## src/hdl/spq_pkg.sv

```systemverilog
// ----------------------------------------------------------------------------
// spq_pkg
// Types, codes and defaults shared by the sorted priority queue.
// ----------------------------------------------------------------------------
package spq_pkg;

    localparam int DEPTH_DEFAULT = 16;

    localparam logic [4:0] CAPACITY_RESET = 5'd16;

    localparam logic OP_ENQUEUE = 1'b0;
    localparam logic OP_DEQUEUE = 1'b1;

    localparam logic [1:0] ST_OK        = 2'd0;
    localparam logic [1:0] ST_OVERFLOW  = 2'd1;
    localparam logic [1:0] ST_UNDERFLOW = 2'd2;
    localparam logic [1:0] ST_BADPRIO   = 2'd3;

    typedef struct packed {
        logic               op;
        logic signed [31:0] item_value;
        logic        [7:0]  item_priority;
    } req_t;

    typedef struct packed {
        logic signed [31:0] out_value;
        logic        [7:0]  out_priority;
        logic        [1:0]  status;
        logic        [4:0]  fill_level;
    } rsp_t;

    typedef struct packed {
        logic               enq;
        logic               deq;
        logic signed [31:0] ins_value;
        logic        [7:0]  ins_prio;
    } cell_ctl_t;

endpackage

```

## src/hdl/spq_cell.sv

```systemverilog
// ----------------------------------------------------------------------------
// spq_cell
// One slot of the sorted chain: holds an entry, makes room on insert and
// takes its right neighbor on remove.
// ----------------------------------------------------------------------------
module spq_cell (
    input  logic               clk,
    input  logic               rst_n,
    input  spq_pkg::cell_ctl_t ctl,
    input  logic               left_keep,
    input  logic signed [31:0] left_value,
    input  logic        [7:0]  left_prio,
    input  logic signed [31:0] right_value,
    input  logic        [7:0]  right_prio,
    output logic               keep,
    output logic signed [31:0] value,
    output logic        [7:0]  prio
);
    import spq_pkg::*;

    logic signed [31:0] value_reg;
    logic signed [31:0] value_next;
    logic        [7:0]  prio_reg;
    logic        [7:0]  prio_next;

    assign keep  = (prio_reg >= ctl.ins_prio);
    assign value = value_reg;
    assign prio  = prio_reg;

    always_comb
    begin
        value_next = value_reg;
        prio_next  = prio_reg;
        if (ctl.enq && !keep)
        begin
            if (left_keep)
            begin
                value_next = ctl.ins_value;
                prio_next  = ctl.ins_prio;
            end
            else
            begin
                value_next = left_value;
                prio_next  = left_prio;
            end
        end
        else if (ctl.deq)
        begin
            value_next = right_value;
            prio_next  = right_prio;
        end
    end

    always_ff @(posedge clk or negedge rst_n)
    begin
        if (!rst_n)
        begin
            prio_reg <= '0;
        end
        else
        begin
            prio_reg <= prio_next;
        end
    end

    always_ff @(posedge clk)
    begin
        value_reg <= value_next;
    end

endmodule

```

## src/hdl/sorted_priority_queue_top.sv

```systemverilog
// ----------------------------------------------------------------------------
// sorted_priority_queue_top
// Bounded priority queue kept sorted in a chain of cells, highest priority
// at the front, equal priorities in arrival order.
// ----------------------------------------------------------------------------
// Usage:
//   req channel (req_valid/req_ready/req) carries one operation per item:
//   enqueue of (item_value, item_priority) or dequeue of the front entry.
//   rsp channel (rsp_valid/rsp_ready/rsp) returns one result per request
//   with the removed entry, a status code and the fill after the step.
//   Every cell compares its priority with the incoming one in parallel, so
//   the result appears in the cycle after acceptance and one item per cycle
//   is sustained while rsp_ready does not stall the output.
//   The result sits in one output register; req_ready stays high while it
//   is empty or being taken, and drops while rsp_ready holds it stalled.
//   cfg_we/cfg_wdata write the capacity (saturated at DEPTH); the user must
//   write it only while idle, the block does not enforce this. Reset empties
//   the queue, clears the output valid flag and sets the capacity to 16.
// ----------------------------------------------------------------------------
module sorted_priority_queue_top #(
    parameter int DEPTH = spq_pkg::DEPTH_DEFAULT
) (
    input  logic          clk,
    input  logic          rst_n,
    input  logic          req_valid,
    output logic          req_ready,
    input  spq_pkg::req_t req,
    output logic          rsp_valid,
    input  logic          rsp_ready,
    output spq_pkg::rsp_t rsp,
    input  logic          cfg_we,
    input  logic [4:0]    cfg_wdata
);
    import spq_pkg::*;

    localparam int CNT_W = $clog2(DEPTH + 1);
    localparam int CMP_W = (CNT_W > 5) ? CNT_W : 5;

    logic [4:0]       capacity_reg;
    logic [CNT_W-1:0] count_reg;
    logic [CNT_W-1:0] count_next;
    logic             rsp_valid_reg;
    rsp_t             rsp_reg;
    rsp_t             rsp_next;

    cell_ctl_t          ctl;
    logic               keep_arr  [DEPTH];
    logic signed [31:0] value_arr [DEPTH];
    logic        [7:0]  prio_arr  [DEPTH];

    logic             accept;
    logic [CMP_W-1:0] cap_ext;
    logic [CMP_W-1:0] usable;
    logic [CMP_W-1:0] count_ext;
    logic [CMP_W-1:0] fill_ext;
    logic             full;
    logic             enq_ok;
    logic             deq_ok;

    assign req_ready = !rsp_valid_reg || rsp_ready;
    assign accept    = req_valid && req_ready;
    assign rsp_valid = rsp_valid_reg;
    assign rsp       = rsp_reg;

    assign cap_ext   = CMP_W'(capacity_reg);
    assign usable    = (cap_ext > CMP_W'(DEPTH)) ? CMP_W'(DEPTH) : cap_ext;
    assign count_ext = CMP_W'(count_reg);
    assign full      = (count_ext >= usable);
    assign enq_ok    = (req.op == OP_ENQUEUE) && !full && (req.item_priority != 8'd0);
    assign deq_ok    = (req.op == OP_DEQUEUE) && (count_reg != '0);

    assign ctl.enq       = accept && enq_ok;
    assign ctl.deq       = accept && deq_ok;
    assign ctl.ins_value = req.item_value;
    assign ctl.ins_prio  = req.item_priority;

    genvar i;
    generate
        for (i = 0; i < DEPTH; i++)
        begin : g_cell
            logic               lk;
            logic signed [31:0] lv;
            logic        [7:0]  lp;
            logic signed [31:0] rv;
            logic        [7:0]  rp;

            if (i == 0)
            begin : g_first
                assign lk = 1'b1;
                assign lv = req.item_value;
                assign lp = req.item_priority;
            end
            else
            begin : g_mid_l
                assign lk = keep_arr[i-1];
                assign lv = value_arr[i-1];
                assign lp = prio_arr[i-1];
            end

            if (i == DEPTH - 1)
            begin : g_last
                assign rv = value_arr[i];
                assign rp = 8'd0;
            end
            else
            begin : g_mid_r
                assign rv = value_arr[i+1];
                assign rp = prio_arr[i+1];
            end

            spq_cell u_cell (
                .clk         (clk),
                .rst_n       (rst_n),
                .ctl         (ctl),
                .left_keep   (lk),
                .left_value  (lv),
                .left_prio   (lp),
                .right_value (rv),
                .right_prio  (rp),
                .keep        (keep_arr[i]),
                .value       (value_arr[i]),
                .prio        (prio_arr[i])
            );
        end
    endgenerate

    always_comb
    begin
        count_next = count_reg;
        if (ctl.enq)
        begin
            count_next = count_reg + CNT_W'(1);
        end
        else if (ctl.deq)
        begin
            count_next = count_reg - CNT_W'(1);
        end
    end

    assign fill_ext = CMP_W'(count_next);

    always_comb
    begin
        rsp_next.out_value    = '0;
        rsp_next.out_priority = '0;
        rsp_next.status       = ST_OK;
        rsp_next.fill_level   = fill_ext[4:0];
        if (req.op == OP_ENQUEUE)
        begin
            if (full)
            begin
                rsp_next.status = ST_OVERFLOW;
            end
            else if (req.item_priority == 8'd0)
            begin
                rsp_next.status = ST_BADPRIO;
            end
        end
        else if (!deq_ok)
        begin
            rsp_next.status = ST_UNDERFLOW;
        end
        else
        begin
            rsp_next.out_value    = value_arr[0];
            rsp_next.out_priority = prio_arr[0];
        end
    end

    always_ff @(posedge clk or negedge rst_n)
    begin
        if (!rst_n)
        begin
            capacity_reg  <= CAPACITY_RESET;
            count_reg     <= '0;
            rsp_valid_reg <= 1'b0;
        end
        else
        begin
            if (cfg_we)
            begin
                capacity_reg <= cfg_wdata;
            end
            count_reg <= count_next;
            if (accept)
            begin
                rsp_valid_reg <= 1'b1;
            end
            else if (rsp_ready)
            begin
                rsp_valid_reg <= 1'b0;
            end
        end
    end

    always_ff @(posedge clk)
    begin
        if (accept)
        begin
            rsp_reg <= rsp_next;
        end
    end

endmodule
```

## config.mk

```make
export PLATFORM = sky130hd
export DESIGN_NAME = sorted_priority_queue_top
export DESIGN_NICKNAME = d
export VERILOG_FILES = /design/src/hdl/spq_pkg.sv /design/src/hdl/spq_cell.sv /design/src/hdl/sorted_priority_queue_top.sv
export SDC_FILE = /design/constraint.sdc
export NUM_CORES = 2
export LEC_CHECK = 0
export BUFFER_PORTS_ARGS = -buffer_cell sky130_fd_sc_hd__clkbuf_2
export CAP_MARGIN = 30
export CORE_MARGIN = 3
export CORE_UTILIZATION = 35
export CTS_BUF_LIST = sky130_fd_sc_hd__clkbuf_2
export DETAILED_ROUTE_END_ITERATION = 16
export GPL_ROUTABILITY_DRIVEN = 1
export PLACE_DENSITY = 0.6
export SYNTH_ARGS = -nofsm -noshare
export SYNTH_HDL_FRONTEND = slang
export SYNTH_SLANG_ARGS = --single-unit
```

## constraint.sdc

```tcl
create_clock -name clk -period 10.8 [get_ports clk]
set_input_delay 0.54 -clock clk [delete_from_list [all_inputs] [get_ports clk]]
set_output_delay 0.54 -clock clk [all_outputs]
set_load 0.1 [all_outputs]
```

==> flow_metrics.env <==
export IMPL_run_status="finished, final reports clean"
export IMPL_postCtsSetupBuffers=0
export IMPL_synth_cell_type_count=58
export IMPL_cellPowerDensity_nw_per_um2=255
export IMPL_synth_cells=3323
export IMPL_ys_warn_count=0
export IMPL_ir_worst_vdd_uv=141
export IMPL_rows=122
export IMPL_fin_crit_sh=0.432
export IMPL_ys_top_cells_by_area="edfxtp_1 (43%), mux2i_1 (18%), dfrtp_1 (8.8%), o21ai_0 (8.3%), ha_1 (4.3%)"
export IMPL_synthFlopType="edfxtp_1"
export IMPL_clk_latency_ps=1470
export IMPL_fin_ws_ps=6130
export IMPL_setup_violations=0
export IMPL_r2r_end="g_cell[9].u_cell.value[2]"
export IMPL_antenna_found_initial=8
export IMPL_cts_root_buf="clkbuf_2"
export IMPL_die_h_um=341
export IMPL_synth_top_area_share=0.427
export IMPL_start_util=0.354
export IMPL_syn2layout_area_growth_pct=10.7
export IMPL_synth_edff_count=559
export IMPL_tightest_slew_ps=1010
export IMPL_io_pins=100
export IMPL_cp_required_ps=11850
export IMPL_cts_tree="yes"
export IMPL_mostFrequentLayoutCells="mux2i_1 (714), o21ai_0 (655), edfxtp_1 (559), clkbuf_2 (378), a21oi_1 (149)"
export IMPL_multi_input_area_sq_um=17700
export IMPL_finalWirelength_mm=121
export IMPL_rrSetupSlack_ps=6130
export IMPL_die_w_um=341
export IMPL_hp_start="req[29]"
export IMPL_rr_worst_depth=11
export IMPL_maxSlewViolCount=0
export IMPL_whs_path_depth=3
export IMPL_grt_overflow=0
export IMPL_holdPathEnd="g_cell[15].u_cell.value[21]"
export IMPL_dr_total_vias=28800
export IMPL_clk_pin_slew_ps=120
export IMPL_pre_cts_ws_ps=5710
export IMPL_routed_via_density=5.71
export IMPL_fin_util=0.392
export IMPL_fin_area_sq_um=43500
export IMPL_worst_setup_path_start_kind="flip-flop"
export IMPL_async_reset_ff_frac=0.199
export IMPL_gp_congestion=0.850
export IMPL_crit_path_end_kind="flip-flop"
export IMPL_place_area_sq_um=41000
export IMPL_ys_seq_elements=698
export IMPL_numPortBuffers=99
export IMPL_crit_type="reg2reg"
export IMPL_timing_rr_start="cap_ext[4]"
export IMPL_cts_max_path_buffers=3
export IMPL_die_area_sq_um=116000
export IMPL_fmax_ghz=0.214
export IMPL_hold_buffers=65
export IMPL_rsz0062_at_grt="false"
export IMPL_critPathArrivalTime_ps=5720
export IMPL_grt_max_degree=99
export IMPL_htree_num_levels=4
export IMPL_hold_path_class="in2reg"
export IMPL_hold_viol_final=0
export IMPL_clock_skew_ps=169
export IMPL_largest_register_ffs=512
export IMPL_grt_pass1_vias=29500
export IMPL_fin_nets=3600
export IMPL_dr_first_iter_drc_count=2529
export IMPL_yosysTopAreaCell="edfxtp_1"
export IMPL_p_leak_nw=17.4
export IMPL_drt_pass1_iter_count=5
export IMPL_layout_commonest_cell="mux2i_1"
export IMPL_numCtsBuffers=181
export IMPL_cts_resized=0
export IMPL_ant_nets=0
export IMPL_totalNegativeSetupSlack_ps=0
export IMPL_hold_ws_ps=279
export IMPL_period_minus_slack_ps=4670
export IMPL_dp_final_hpwl_mm=72.2
export IMPL_coreArea_sq_um=111000
export IMPL_cap_viol_max_count=0
export IMPL_grt_pass1_wl_mm=186
export IMPL_syn_area_sq_um=39300
export IMPL_fillers=10800
export IMPL_avgSynthCellArea_sq_um=11.8
export IMPL_seq_area_sq_um=20300
export IMPL_synth_nets=3509
export IMPL_yosysSeqAreaShare=0.516
export IMPL_drive_gt1_frac=0.180
export IMPL_remaining_drc_errors=0
export IMPL_cp_max_fo=55
export IMPL_cts_sinks=698
export IMPL_relSlewSlack=0.330
export IMPL_track_usage=0.206
export IMPL_avgRoutedWirePerCell_um=24.0
==> critical path, stage by stage (launching register included) <==
cell and delay (ps):
dfstp_2 540, nor2b_1 40, ha_1 260, nand2b_1 100
a31oi_1 190, o211ai_1 280, buf_4 560, buf_4 610
or2_1 190, buf_4 540, nand2_1 490, buf_4 400
==> cell families (layout without fill, tap and decap cells) <==
family	Yosys count	count (layout)	synth area share
buffers and inverters	360	586	0.0379
AOI/OAI and AO/OA	1004	1004	0.142
xor gates and xnor gates	3	3	0.000669
DFF	698	698	0.516
adders and majority gates	135	135	0.0430
and+or+nand+nor	277	277	0.0382
other	0	5	0
muxes	846	846	0.223
==> Yosys cell counts, drive strengths merged, types with 15 or more instances <==
| library cell | number |
|---|---|
| ha | 135 |
| nor3 | 15 |
| and3 | 79 |
| clkbuf | 241 |
| o21ai | 665 |
| and2 | 20 |
| a31oi | 41 |
| mux2i | 714 |
| mux2 | 132 |
| o31a | 32 |
| nor2 | 29 |
| buf | 90 |
| edfxtp | 559 |
| nor2b | 15 |
| a21oi | 149 |
| dfrtp | 138 |
| inv | 29 |
| nand2 | 68 |
| o21bai | 33 |
| a21boi | 32 |
==> worst max-delay path by stage <==
stage | start | to
floorplan | rsp_valid | rsp[2]
global placement | req[6] | g_cell[1].u_cell.value[12]
detailed placement | req[6] | g_cell[1].u_cell.value[19]
CTS | cap_ext[4] | g_cell[9].u_cell.value[2]
global route | cap_ext[0] | g_cell[9].u_cell.value[2]
finish | cap_ext[4] | g_cell[9].u_cell.value[2]
==> layout make-up <==
cell class,instances,area share
multi-input combinational,2265,0.406
antenna,5,0.000288
tap,1488,0.0428
clock buffer,280,0.0322
clock inverter,38,0.00719
sequential,698,0.466
inverter,29,0.00250
timing repair buffer,239,0.0428
==> where the power goes <==
| group | total (W) | leakage [nW] | internal, W | switching, W |
|---|---|---|---|---|
| Sequential | 0.00440 | 7.10 | 0.00385 | 0.000546 |
| Clock | 0.00197 | 1.30 | 0.000790 | 0.00118 |
| Combinational | 0.00471 | 9.04 | 0.00179 | 0.00292 |
==> through the flow <==
step           total power, W  std cells
2_1_floorplan         0.00760       3323
3_3_place_gp          0.00899       4646
3_5_place_dp          0.00907       4652
4_1_cts                0.0111       5035
5_1_grt                0.0118       5039
6_report               0.0111       5042
==> per-layer routing <==
| layer | GRT usage | wire, um | up-vias |
|---|---|---|---|
| li1 | - | - | 12900 |
| met1 | 0.285 | 55100 | 14600 |
| met2 | 0.322 | 54700 | 1042 |
| met3 | 0.0405 | 7810 | 218 |
| met4 | 0.0718 | 3460 | 0 |
| met5 | 0 | 0 | - |
(Power assumes the default switching activity.)
